--- src/hw/rtl/size_class_free_map_unit_assert.svh ---
// Assertion macros for the size-class free map unit.
// Both macros sample on clk_i and are disabled while rst_ni is low.
`ifndef SIZE_CLASS_FREE_MAP_UNIT_ASSERT_SVH
`define SIZE_CLASS_FREE_MAP_UNIT_ASSERT_SVH
`ifndef SYNTHESIS
`define SCFM_ASSERT(name, cond) \
  name: assert property (@(posedge clk_i) disable iff (!rst_ni) (cond)) \
    else $error("scfm assertion failed");
`define SCFM_ASSERT_NEXT(name, ante, cons) \
  name: assert property (@(posedge clk_i) disable iff (!rst_ni) (ante) |=> (cons)) \
    else $error("scfm assertion failed");
`else
`define SCFM_ASSERT(name, cond)
`define SCFM_ASSERT_NEXT(name, ante, cons)
`endif
`endif

--- src/hw/rtl/scfm_pkg.sv ---
`timescale 1ns / 1ps
package scfm_pkg;

  localparam int unsigned CLASS_COUNT     = 48;
  localparam int unsigned CLASS_W         = $clog2(CLASS_COUNT);
  localparam int unsigned SIZE_W          = 32;
  localparam int unsigned SMALL_CLASSES   = 3;
  localparam int unsigned STEP_SIZE       = 32;
  localparam int unsigned MID_TOP         = 1024;
  localparam int unsigned MID_LAST_CLASS  = SMALL_CLASSES + MID_TOP / STEP_SIZE - 1;
  localparam int unsigned CATCH_ALL_CLASS = 43 + 3;
  localparam int unsigned TOP_SIZE        = 2 * 1024 * 1024;

  typedef logic [CLASS_W-1:0]     class_t;
  typedef logic [CLASS_COUNT-1:0] class_map_t;

  typedef enum logic [1:0] {
    CMD_FIND       = 2'd0,
    CMD_INSERT     = 2'd1,
    CMD_MARK_EMPTY = 2'd2,
    CMD_NOP        = 2'd3
  } cmd_e;

endpackage

--- src/hw/rtl/size_class_free_map_unit.sv ---
`timescale 1ns / 1ps
// A word accepted at an edge has its result loaded into the output register at that edge.
// Throughput: one word per cycle while out_ready_i keeps the output free; the search is combinational.
// A following word sees the map update of the word before it.
// Reset (rst_ni low, asynchronous): class map cleared, output register empty.
`include "size_class_free_map_unit_assert.svh"
module size_class_free_map_unit (
  input  logic                             clk_i,
  input  logic                             rst_ni,
  input  logic                             in_valid_i,
  output logic                             in_ready_o,
  input  logic [1:0]                       cmd_i,
  input  logic [scfm_pkg::SIZE_W-1:0]      request_size_i,
  input  logic [5:0]                       class_index_i,
  output logic                             out_valid_o,
  input  logic                             out_ready_i,
  output logic [5:0]                       ceiling_class_o,
  output logic [5:0]                       insert_class_o,
  output logic                             hit_o,
  output logic [5:0]                       hit_class_o,
  output logic                             fallback_valid_o,
  output logic [5:0]                       fallback_class_o
);

  logic                  in_fire;
  scfm_pkg::cmd_e        cmd;
  logic [11:0]           kb;
  logic [3:0]            fl;
  logic                  round_up;
  scfm_pkg::class_t      base_cls;
  scfm_pkg::class_t      ceil_cls;
  scfm_pkg::class_map_t  masked;
  scfm_pkg::class_map_t  lowest;
  scfm_pkg::class_t      first_cls;

  scfm_pkg::class_map_t  map_d, map_q;
  logic                  out_valid_d, out_valid_q;
  scfm_pkg::class_t      ceiling_d, ceiling_q;
  scfm_pkg::class_t      insert_d, insert_q;
  logic                  hit_d, hit_q;
  scfm_pkg::class_t      hit_cls_d, hit_cls_q;
  logic                  fb_valid_d, fb_valid_q;
  scfm_pkg::class_t      fb_cls_d, fb_cls_q;

  assign in_ready_o = !out_valid_q || out_ready_i;
  assign in_fire    = in_valid_i && in_ready_o;
  assign cmd        = scfm_pkg::cmd_e'(cmd_i);
  assign kb         = request_size_i[21:10];

  always_comb begin
    fl = '0;
    for (int i = 0; i < 12; i++) begin
      if (kb[i]) begin
        fl = 4'(i);
      end
    end
  end

  always_comb begin
    priority if (request_size_i < 32'd8) begin
      base_cls = '0;
      round_up = 1'b0;
    end else if (request_size_i < 32'(scfm_pkg::STEP_SIZE)) begin
      base_cls = scfm_pkg::CLASS_W'(request_size_i[4:3]) - scfm_pkg::CLASS_W'(1);
      round_up = |request_size_i[2:0];
    end else if (request_size_i <= 32'(scfm_pkg::MID_TOP)) begin
      base_cls = scfm_pkg::CLASS_W'(request_size_i[10:5])
               + scfm_pkg::CLASS_W'(scfm_pkg::SMALL_CLASSES - 1);
      round_up = |request_size_i[4:0];
    end else if (request_size_i > 32'(scfm_pkg::TOP_SIZE)) begin
      base_cls = scfm_pkg::CLASS_W'(scfm_pkg::CATCH_ALL_CLASS);
      round_up = 1'b0;
    end else begin
      base_cls = scfm_pkg::CLASS_W'(scfm_pkg::MID_LAST_CLASS) + scfm_pkg::CLASS_W'(fl);
      round_up = request_size_i != (32'(scfm_pkg::MID_TOP) << fl);
    end
  end

  assign ceil_cls = base_cls + scfm_pkg::CLASS_W'(round_up);
  assign masked   = map_q & ({scfm_pkg::CLASS_COUNT{1'b1}} << ceil_cls);
  assign lowest   = masked & (~masked + scfm_pkg::CLASS_COUNT'(1));

  always_comb begin
    first_cls = '0;
    for (int i = 0; i < scfm_pkg::CLASS_COUNT; i++) begin
      if (lowest[i]) begin
        first_cls = first_cls | scfm_pkg::CLASS_W'(i);
      end
    end
  end

  always_comb begin
    map_d      = map_q;
    ceiling_d  = '0;
    insert_d   = '0;
    hit_d      = 1'b0;
    hit_cls_d  = '0;
    fb_valid_d = 1'b0;
    fb_cls_d   = '0;
    unique case (cmd)
      scfm_pkg::CMD_FIND: begin
        ceiling_d  = ceil_cls;
        hit_d      = |masked;
        hit_cls_d  = first_cls;
        fb_valid_d = ceil_cls != '0;
        fb_cls_d   = (ceil_cls != '0) ? ceil_cls - scfm_pkg::CLASS_W'(1) : '0;
      end
      scfm_pkg::CMD_INSERT: begin
        ceiling_d       = ceil_cls;
        insert_d        = base_cls;
        map_d[base_cls] = in_fire ? 1'b1 : map_q[base_cls];
      end
      scfm_pkg::CMD_MARK_EMPTY: begin
        if (in_fire && (32'(class_index_i) < 32'(scfm_pkg::CLASS_COUNT))) begin
          map_d[class_index_i] = 1'b0;
        end
      end
      scfm_pkg::CMD_NOP: begin
      end
      default: begin
      end
    endcase
  end

  always_comb begin
    out_valid_d = out_valid_q;
    if (in_fire) begin
      out_valid_d = 1'b1;
    end else if (out_ready_i) begin
      out_valid_d = 1'b0;
    end
  end

  always_ff @(posedge clk_i or negedge rst_ni) begin
    if (!rst_ni) begin
      map_q       <= '0;
      out_valid_q <= 1'b0;
    end else begin
      map_q       <= map_d;
      out_valid_q <= out_valid_d;
    end
  end

  always_ff @(posedge clk_i) begin
    if (in_fire) begin
      ceiling_q  <= ceiling_d;
      insert_q   <= insert_d;
      hit_q      <= hit_d;
      hit_cls_q  <= hit_cls_d;
      fb_valid_q <= fb_valid_d;
      fb_cls_q   <= fb_cls_d;
    end
  end

  assign out_valid_o      = out_valid_q;
  assign ceiling_class_o  = ceiling_q;
  assign insert_class_o   = insert_q;
  assign hit_o            = hit_q;
  assign hit_class_o      = hit_cls_q;
  assign fallback_valid_o = fb_valid_q;
  assign fallback_class_o = fb_cls_q;

  `SCFM_ASSERT_NEXT(a_insert_sets_bit, in_fire && (cmd == scfm_pkg::CMD_INSERT), map_q[$past(base_cls)])
  `SCFM_ASSERT(a_hit_at_or_above, !(out_valid_q && hit_q) || (hit_cls_q >= ceiling_q))
  `SCFM_ASSERT(a_miss_class_zero, !(out_valid_q && !hit_q) || (hit_cls_q == '0))
  `SCFM_ASSERT(a_fallback_below, !(out_valid_q && fb_valid_q) || (fb_cls_q + scfm_pkg::CLASS_W'(1) == ceiling_q))
  `SCFM_ASSERT(a_spare_never_set, map_q[scfm_pkg::CLASS_COUNT-1:scfm_pkg::CATCH_ALL_CLASS+1] == '0)

endmodule

--- config.mk ---
export PLATFORM = sky130hd
export DESIGN_NAME = size_class_free_map_unit
export DESIGN_NICKNAME = d
export VERILOG_FILES = /design/src/hw/rtl/scfm_pkg.sv /design/src/hw/rtl/size_class_free_map_unit.sv
export VERILOG_INCLUDE_DIRS = /design/src /design/src/hw/rtl
export SDC_FILE = /design/constraint.sdc
export NUM_CORES = 1
export LEC_CHECK = 0
export ABC_AREA = 1
export BUFFER_PORTS_ARGS = -buffer_cell sky130_fd_sc_hd__buf_2
export CAP_MARGIN = 20
export CORE_MARGIN = 3
export CORE_UTILIZATION = 34
export CTS_CLUSTER_DIAMETER = 60
export DETAILED_ROUTE_END_ITERATION = 8
export PLACE_DENSITY = 0.5
export SLEW_MARGIN = 5
export SYNTH_ARGS = -nofsm -noshare
export SYNTH_HDL_FRONTEND = slang
export SYNTH_SLANG_ARGS = --single-unit
--- constraint.sdc ---
create_clock -name clk_i -period 4.9 [get_ports clk_i]
set_clock_uncertainty 0.1 [all_clocks]
set_input_delay 0 -clock clk_i [delete_from_list [all_inputs] [get_ports clk_i]]
set_output_delay 0 -clock clk_i [all_outputs]
set_load 0.02 [all_outputs]
* Word level (Yosys, flattened, before mapping)
Index checks and enable logic that the tools add are counted.
Storage, ports and cells: flip-flop bits (word level) 75, input bits 44
Operators by class: add/subtract/negate cells 6, $lt $le $gt $ge 9, equality and inequality tests 4, shift-type cells 2, mux-type cells 92, bitwise logic cells 5, reduce and logical (&&, ||, !) cells 16
Operators by type and width (number):
- two-way mux 6 bit | 26
- bitwise AND 48 bit | 3
- two-way mux 48 bit | 2
- NOT 48 bit | 2
- one-hot mux 48 bit (2 select lines) | 1
- two-way mux 5 bit | 16
- adder 48 x 1 -> 48 bit, second input constant | 1
- bitwise mux 48 bit | 1
- two-way mux 4 bit | 12
- OR reduction 48 bit | 1
- left shift 48 x 6 -> 48 bit, first input constant | 1
- > comparator 32 x 22 -> 1 bit, second input constant | 1
- less-or-equal comparator 32 x 11 -> 1 bit, second input constant | 1
- < comparator 32 x 4 -> 1 bit, second input constant | 1
- < comparator 32 x 6 -> 1 bit, second input constant | 1
- != test 32 bit | 1
- left shift 11 x 4 -> 32 bit, first input constant | 1
- two-way mux 3 bit | 8
- two-way mux 1 bit | 19
- < comparator 6 x 7 -> 1 bit, second input constant | 2
- demux 1 bit (select 6 bit) | 2
- >= comparator 6 x 1 -> 1 bit, second input constant | 2
- two-way mux 2 bit | 4
- adder 6 x 1 -> 6 bit | 1
- other kinds (19) | 24

* Longest topological paths before layout
word-level depth 76, depth in mapped cells 38, depth with buffers taken out 38

* Worst setup path before layout
No wires, ideal clock.
path kind input -> register, start point input request_size_i[12] (netlist bit), end point register hit_cls_q[1], in the netlist hit_class_o[1], data pin, arrival time 3722 ps, required time 4654 ps, slack 932 ps, cell stages on the path 36, cells stage by stage inv_1 -> a21oi_1 -> o21ai_0 -> a21oi_1 -> o21ai_0 -> nand2_1 -> nand2_1 -> inv_1 -> nor2_1 -> nand2_1 -> nand2_1 -> o2111ai_1 -> a221oi_1 -> o2111ai_1 -> nand2_1 -> a21oi_1 -> ha_1 -> ha_1 -> inv_1 -> ha_1 -> nor2_1 -> inv_1 -> nand3_1 -> inv_1 -> nand2_1 -> nand2_1 -> nor2_2 -> nand2_2 -> nor2_4 -> nand2_2 -> inv_2 -> nand2_1 -> nand2_1 -> nor2_1 -> nor2b_1 -> a21oi_1
On the way: word-level cells in the longest chain between the ends 74, elaborated cells between the ends (all ways) 89, those cells by class add/sub: 3; order compare: 4; eq/ne: 1; shift: 2; mux: 76; bitwise: 3
RTL lines:
- start, declared | line size_class_free_map_unit.sv:13 | input logic [scfm_pkg::SIZE_W-1:0] request_size_i,
- two-way mux 2 bit (2 in a row) | line size_class_free_map_unit.sv:53 | if (kb[i]) begin
- two-way mux 3 bit (4 in a row) | line size_class_free_map_unit.sv:53
- two-way mux 4 bit (4 in a row) | line size_class_free_map_unit.sv:53
- left shift 11 x 4 -> 32 bit | line size_class_free_map_unit.sv:75 | round_up = request_size_i != (32'(scfm_pkg::MID_TOP) << fl);
- != test 32 bit | line size_class_free_map_unit.sv:75
- two-way mux 1 bit | line size_class_free_map_unit.sv:70 | end else if (request_size_i > 32'(scfm_pkg::TOP_SIZE)) begin
- two-way mux 1 bit | line size_class_free_map_unit.sv:66 | end else if (request_size_i <= 32'(scfm_pkg::MID_TOP)) begin
- two-way mux 1 bit | line size_class_free_map_unit.sv:63 | end else if (request_size_i < 32'(scfm_pkg::STEP_SIZE)) begin
- (+8 left out)
- named net ceil_cls[1] | line size_class_free_map_unit.sv:31 | scfm_pkg::class_t ceil_cls;
- (+3 left out)
- adder 48 x 1 -> 48 bit | line size_class_free_map_unit.sv:81 | assign lowest = masked & (~masked + scfm_pkg::CLASS_COUNT'(1));
- bitwise AND 48 bit (*) | line size_class_free_map_unit.sv:81
- two-way mux 2 bit (2 in a row) | line size_class_free_map_unit.sv:86 | if (lowest[i]) begin
- two-way mux 3 bit (4 in a row) | line size_class_free_map_unit.sv:86
- two-way mux 4 bit (8 in a row) | line size_class_free_map_unit.sv:86
- two-way mux 5 bit (16 in a row) | line size_class_free_map_unit.sv:86
- two-way mux 6 bit (15 in a row) | line size_class_free_map_unit.sv:86
- two-way mux 6 bit (*) | line size_class_free_map_unit.sv:86
- end signal, assigned | line size_class_free_map_unit.sv:149 | hit_cls_q <= hit_cls_d;
- end, declared | line size_class_free_map_unit.sv:41 | scfm_pkg::class_t hit_cls_d, hit_cls_q;
Mark *: on every way through the listed nets, which the timed path passes. The rest lies on a longest branch. The select of a mux whose other input is x is not followed. A chain may end at the register's enable or synchronous reset.

* Worst setup path in the final report
start point input request_size_i[12] (netlist bit), end point register hit_cls_q[3], in the netlist hit_class_o[3], data pin
On the way: word-level cells in the longest chain between the ends 68, elaborated cells between the ends (all ways) 83, those cells by class add/sub: 3; order compare: 4; eq/ne: 1; shift: 2; mux: 70; bitwise: 3
RTL lines:
- two-way mux 2 bit (2 in a row) | line size_class_free_map_unit.sv:53
- two-way mux 3 bit (4 in a row) | line size_class_free_map_unit.sv:53
- two-way mux 4 bit (4 in a row) | line size_class_free_map_unit.sv:53
- left shift 11 x 4 -> 32 bit | line size_class_free_map_unit.sv:75
- != test 32 bit | line size_class_free_map_unit.sv:75
- two-way mux 1 bit | line size_class_free_map_unit.sv:70
- two-way mux 1 bit | line size_class_free_map_unit.sv:66
- two-way mux 1 bit | line size_class_free_map_unit.sv:63
- (+8 left out)
- named net ceil_cls[1] | line size_class_free_map_unit.sv:31
- (+1 left out)
- bitwise AND 48 bit (*) | line size_class_free_map_unit.sv:80 | assign masked = map_q & ({scfm_pkg::CLASS_COUNT{1'b1}} << ceil_cls);
- NOT 48 bit | line size_class_free_map_unit.sv:81
- adder 48 x 1 -> 48 bit | line size_class_free_map_unit.sv:81
- bitwise AND 48 bit (*) | line size_class_free_map_unit.sv:81
- two-way mux 4 bit (8 in a row) | line size_class_free_map_unit.sv:86
- two-way mux 5 bit (16 in a row) | line size_class_free_map_unit.sv:86
- two-way mux 6 bit (15 in a row) | line size_class_free_map_unit.sv:86
- two-way mux 6 bit (*) | line size_class_free_map_unit.sv:86
Marked as above.

==> metrics.md <==
| Metric | Value |
|---|---|
| Total setup buffers inserted after CTS | 0 |
| Top cells by area, synth | nor2_1 (15%), nand2_1 (15%), dfrtp_1 (14%) |
| Cell taking the most area after synthesis | nor2_1 |
| Routed WL | ~35 mm |
| Setup ws final | about 440 ps |
| Top_reg_cell synth | dfrtp_1 |
| Share of the synthesized area in the top cell type | 15.5% |
| Final setup violation count | 0 |
| Pin count of the biggest net entering global routing | 62 |
| PwrDens | roughly 210 nW/µm² |
| Cells after synthesis | between 1,500 and 2,000 |
| VDD IR max | between 0.15 and 0.2 mV |
| Ant. Diodes | 0 |
| Non-Filler Instances | 1,957 |
| Vias in the first global route | slightly below 10,000 |
| R2R depth | 10 |
| Core footprint | ~25,000 µm² |
| Max-Cap Viols | 0 |
| Layout cell share with drive strength beyond 1 | 12.4% |
| Rows | 58 |
| Worst min-delay path class | in2reg |
| Flops & latches, synth | between 70 and 80 |
| H-tree depth | 3 |
| Vias per std cell | around 5.4 |
| Max Slew Vio Count | 0 |
| Unrepaired setup endpoints after global routing | no |
| Final core occ | between 30% and 40% |
| Place WS | -56.2 ps |
| CTS clk-pin slew, worst paths | roughly 70 ps |
| Most frequent cell after synthesis | nor2_1 |
| Required time of the critical path | 5000 ps |
| Post-route ant nets | 0 |
| Final hold vios | 0 |
| HPWL Detailed | between 20 and 30 mm |
| Total grt overflow | 0 |
| Layer with the highest usage | met2 |
| Leakage power | 5.08 nW |
| CTS Buf Count | 9 |
| Root Buffer | clkbuf_16 |
| Worst setup EP type | flop |
| Synth Area per Inst | 5.71 µm² |
| CTS tree | built |
| Post-route cell area | ~10000 µm² |
| Initial core utilization | between 30% and 40% |
| Die span in y | roughly 170 µm |
| Power, Total | 2.07 mW |
| Crit-path slowest cell | ha_1 |
| Clock Latency Late Sink | between 300 and 400 ps |
| Placed instance count | slightly below 2,000 |
| Met1 usage | 34.9% |
| First-pass DRT Iterations | 6 |
| Vias | around 11,000 |
| Hold Path Cell Cnt | 4 |
| Fin crit share | between 90 and 100% |
| Status | complete, no violations |
| CTS max path bufs | 2 |
| Max-slew headroom | roughly 48% |
| Max Fclk | around 220 MHz |
| Synthesized area | 8930 µm² |
| Most used cell, CP | nand2_1 |
| Minimum clock period | between 4000 and 5000 ps |
| Crit Path Max Fanout | 5 |
| Worst Path Class, Setup | in2reg |
| Asr flop ratio synth | between 60 and 70% |
| Slew @ Worst Pin | between 700 and 800 ps |
| Ports | 72 |
| # DRC | 0 |
| Wire per inst | 17.9 µm |
| Met2 usage | approximately two fifths |
| GPL Wtd Cong | just over 0.9 |
| Initial antenna violation count | 0 |
| IO buf count | slightly above 70 |
| Die Width | approximately 170 µm |
| Post-synthesis cell type count | 51 |
| Seq/Total Area, Yosys | 22.5% |
| Syn Nets | 1,615 |
| Number of flops mapped to enable cells by yosys | 26 |
| Warnings from Yosys | 0 |
| Clock Sinks | 75 |
| CP arrival | between 4000 and 5000 ps |
| Startpoint Class | input port |
| All-layer global routing usage | between 20% and 30% |
| First-pass GRT wire length | around 55 mm |
| P&R area growth vs syn | 11.6% |
| Nets | ~1,700 |
| Die ar. | around 28,000 µm² |
| CP peak stage delay | approximately 350 ps |
| GR Util met3 | roughly 3.5% |
| Top post-synthesis cells by count | nor2_1 (368), nand2_1 (363), inv_1 (165) |
| DR iter-0 viols | slightly above 900 |
| Cell Area, Placed | 9580 µm² |
[where the power goes]
| group | leakage, nW | switching, mW | internal, mW |
|---|---|---|---|
| registers | 0.835 | 0.153 | 0.755 |
| logic | 4.10 | 0.312 | 0.155 |
| clock network | 0.146 | 0.309 | 0.389 |
| total | 5.08 | 0.774 | 1.30 |
[cells by family after synthesis]
kind of cell	share of synthesized area, %
compound gates	16.9
fa+ha+maj	1.26
flops	22.5
xor+xnor	0.687
simple gates	48.6
buf+inv	10.1
[layout by cell type, fill, tap and decap left out, drive strengths merged, types with 3 or more instances in the layout]
| cell type | instances |
|---|---|
| a31oi | 3 |
| nor3 | 26 |
| nor2 | 394 |
| o21a | 45 |
| xor2 | 6 |
| nand4 | 20 |
| inv | 180 |
| o21ai | 72 |
| a21oi | 114 |
| o2111ai | 4 |
| buf | 85 |
| ha | 9 |
| dlygate4sd3 | 5 |
| nand2 | 396 |
| clkbuf | 12 |
| edfxtp | 26 |
| dfrtp | 49 |
| nand3 | 148 |
| o22ai | 15 |
[stage by stage]
step	hold slack [ps]	TNS, ps
floorplan	-396	0
global placement	98.4	-103
detailed placement	102	-183
CTS	94.7	0
global route	120	0
finish	91.5	0
[what timing repair did]
action | 4_1_cts | 5_1_grt
resized for setup | 0 | 11
hold buffers | 5 | 0
endpoints found under the setup margin | 0 | 7
endpoints found under the hold margin | 55 | 0
[area by class of cell]
| class | instances | area, µm² |
|---|---|---|
| clock inverter | 4 | 31.3 |
| clock buffer | 12 | 267 |
| tap | 330 | 413 |
| multi-input combinational | 1268 | 6060 |
| fill | 2864 | 15500 |
| timing repair buffer | 90 | 510 |
| inverter | 178 | 676 |
| sequential | 75 | 2010 |
[flip-flops by register name, indices dropped and copies added (netlist names)]
signal            flops
ceiling_class_o       6
insert_class_o        6
out_valid_o           1
hit_class_o           6
hit_o                 1
fallback_class_o      6
map_q                48
fallback_valid_o      1
[path summary, 6_finish.rpt]
check / slack, ps / endpoint / from
setup / recovery: 440 / hit_class_o[3]$_SDFFCE_PN0P_ / request_size_i[12]
max in group asynchronous: 4000 / map_q[14]$_DFFE_PN0P_ / rst_ni
hold reg to reg: 450 / map_q[18]$_DFFE_PN0P_ / map_q[18]$_DFFE_PN0P_
hold / removal: 90 / hit_class_o[5]$_SDFFCE_PN0P_ / cmd_i[0]
setup reg to reg: 2460 / map_q[36]$_DFFE_PN0P_ / out_valid_o$_DFFE_PN0P_
min in group asynchronous: 220 / map_q[45]$_DFFE_PN0P_ / rst_ni
[routing by layer]
metal,up-vias,share of wire (%)
met5,-,0
met4,0,3.2
met3,69,7.0
met2,416,44
met1,4856,46
li1,5183,-
[worst max-delay path: cells and delay by family]
family	cells	cell delay [ps]
adder cells (fa/ha/maj)	3	800
AO/OA/AOI/OAI	9	1150
buffers and inverters	5	430
AND/OR/NAND/NOR	19	2150
(Power assumes the default switching activity.)
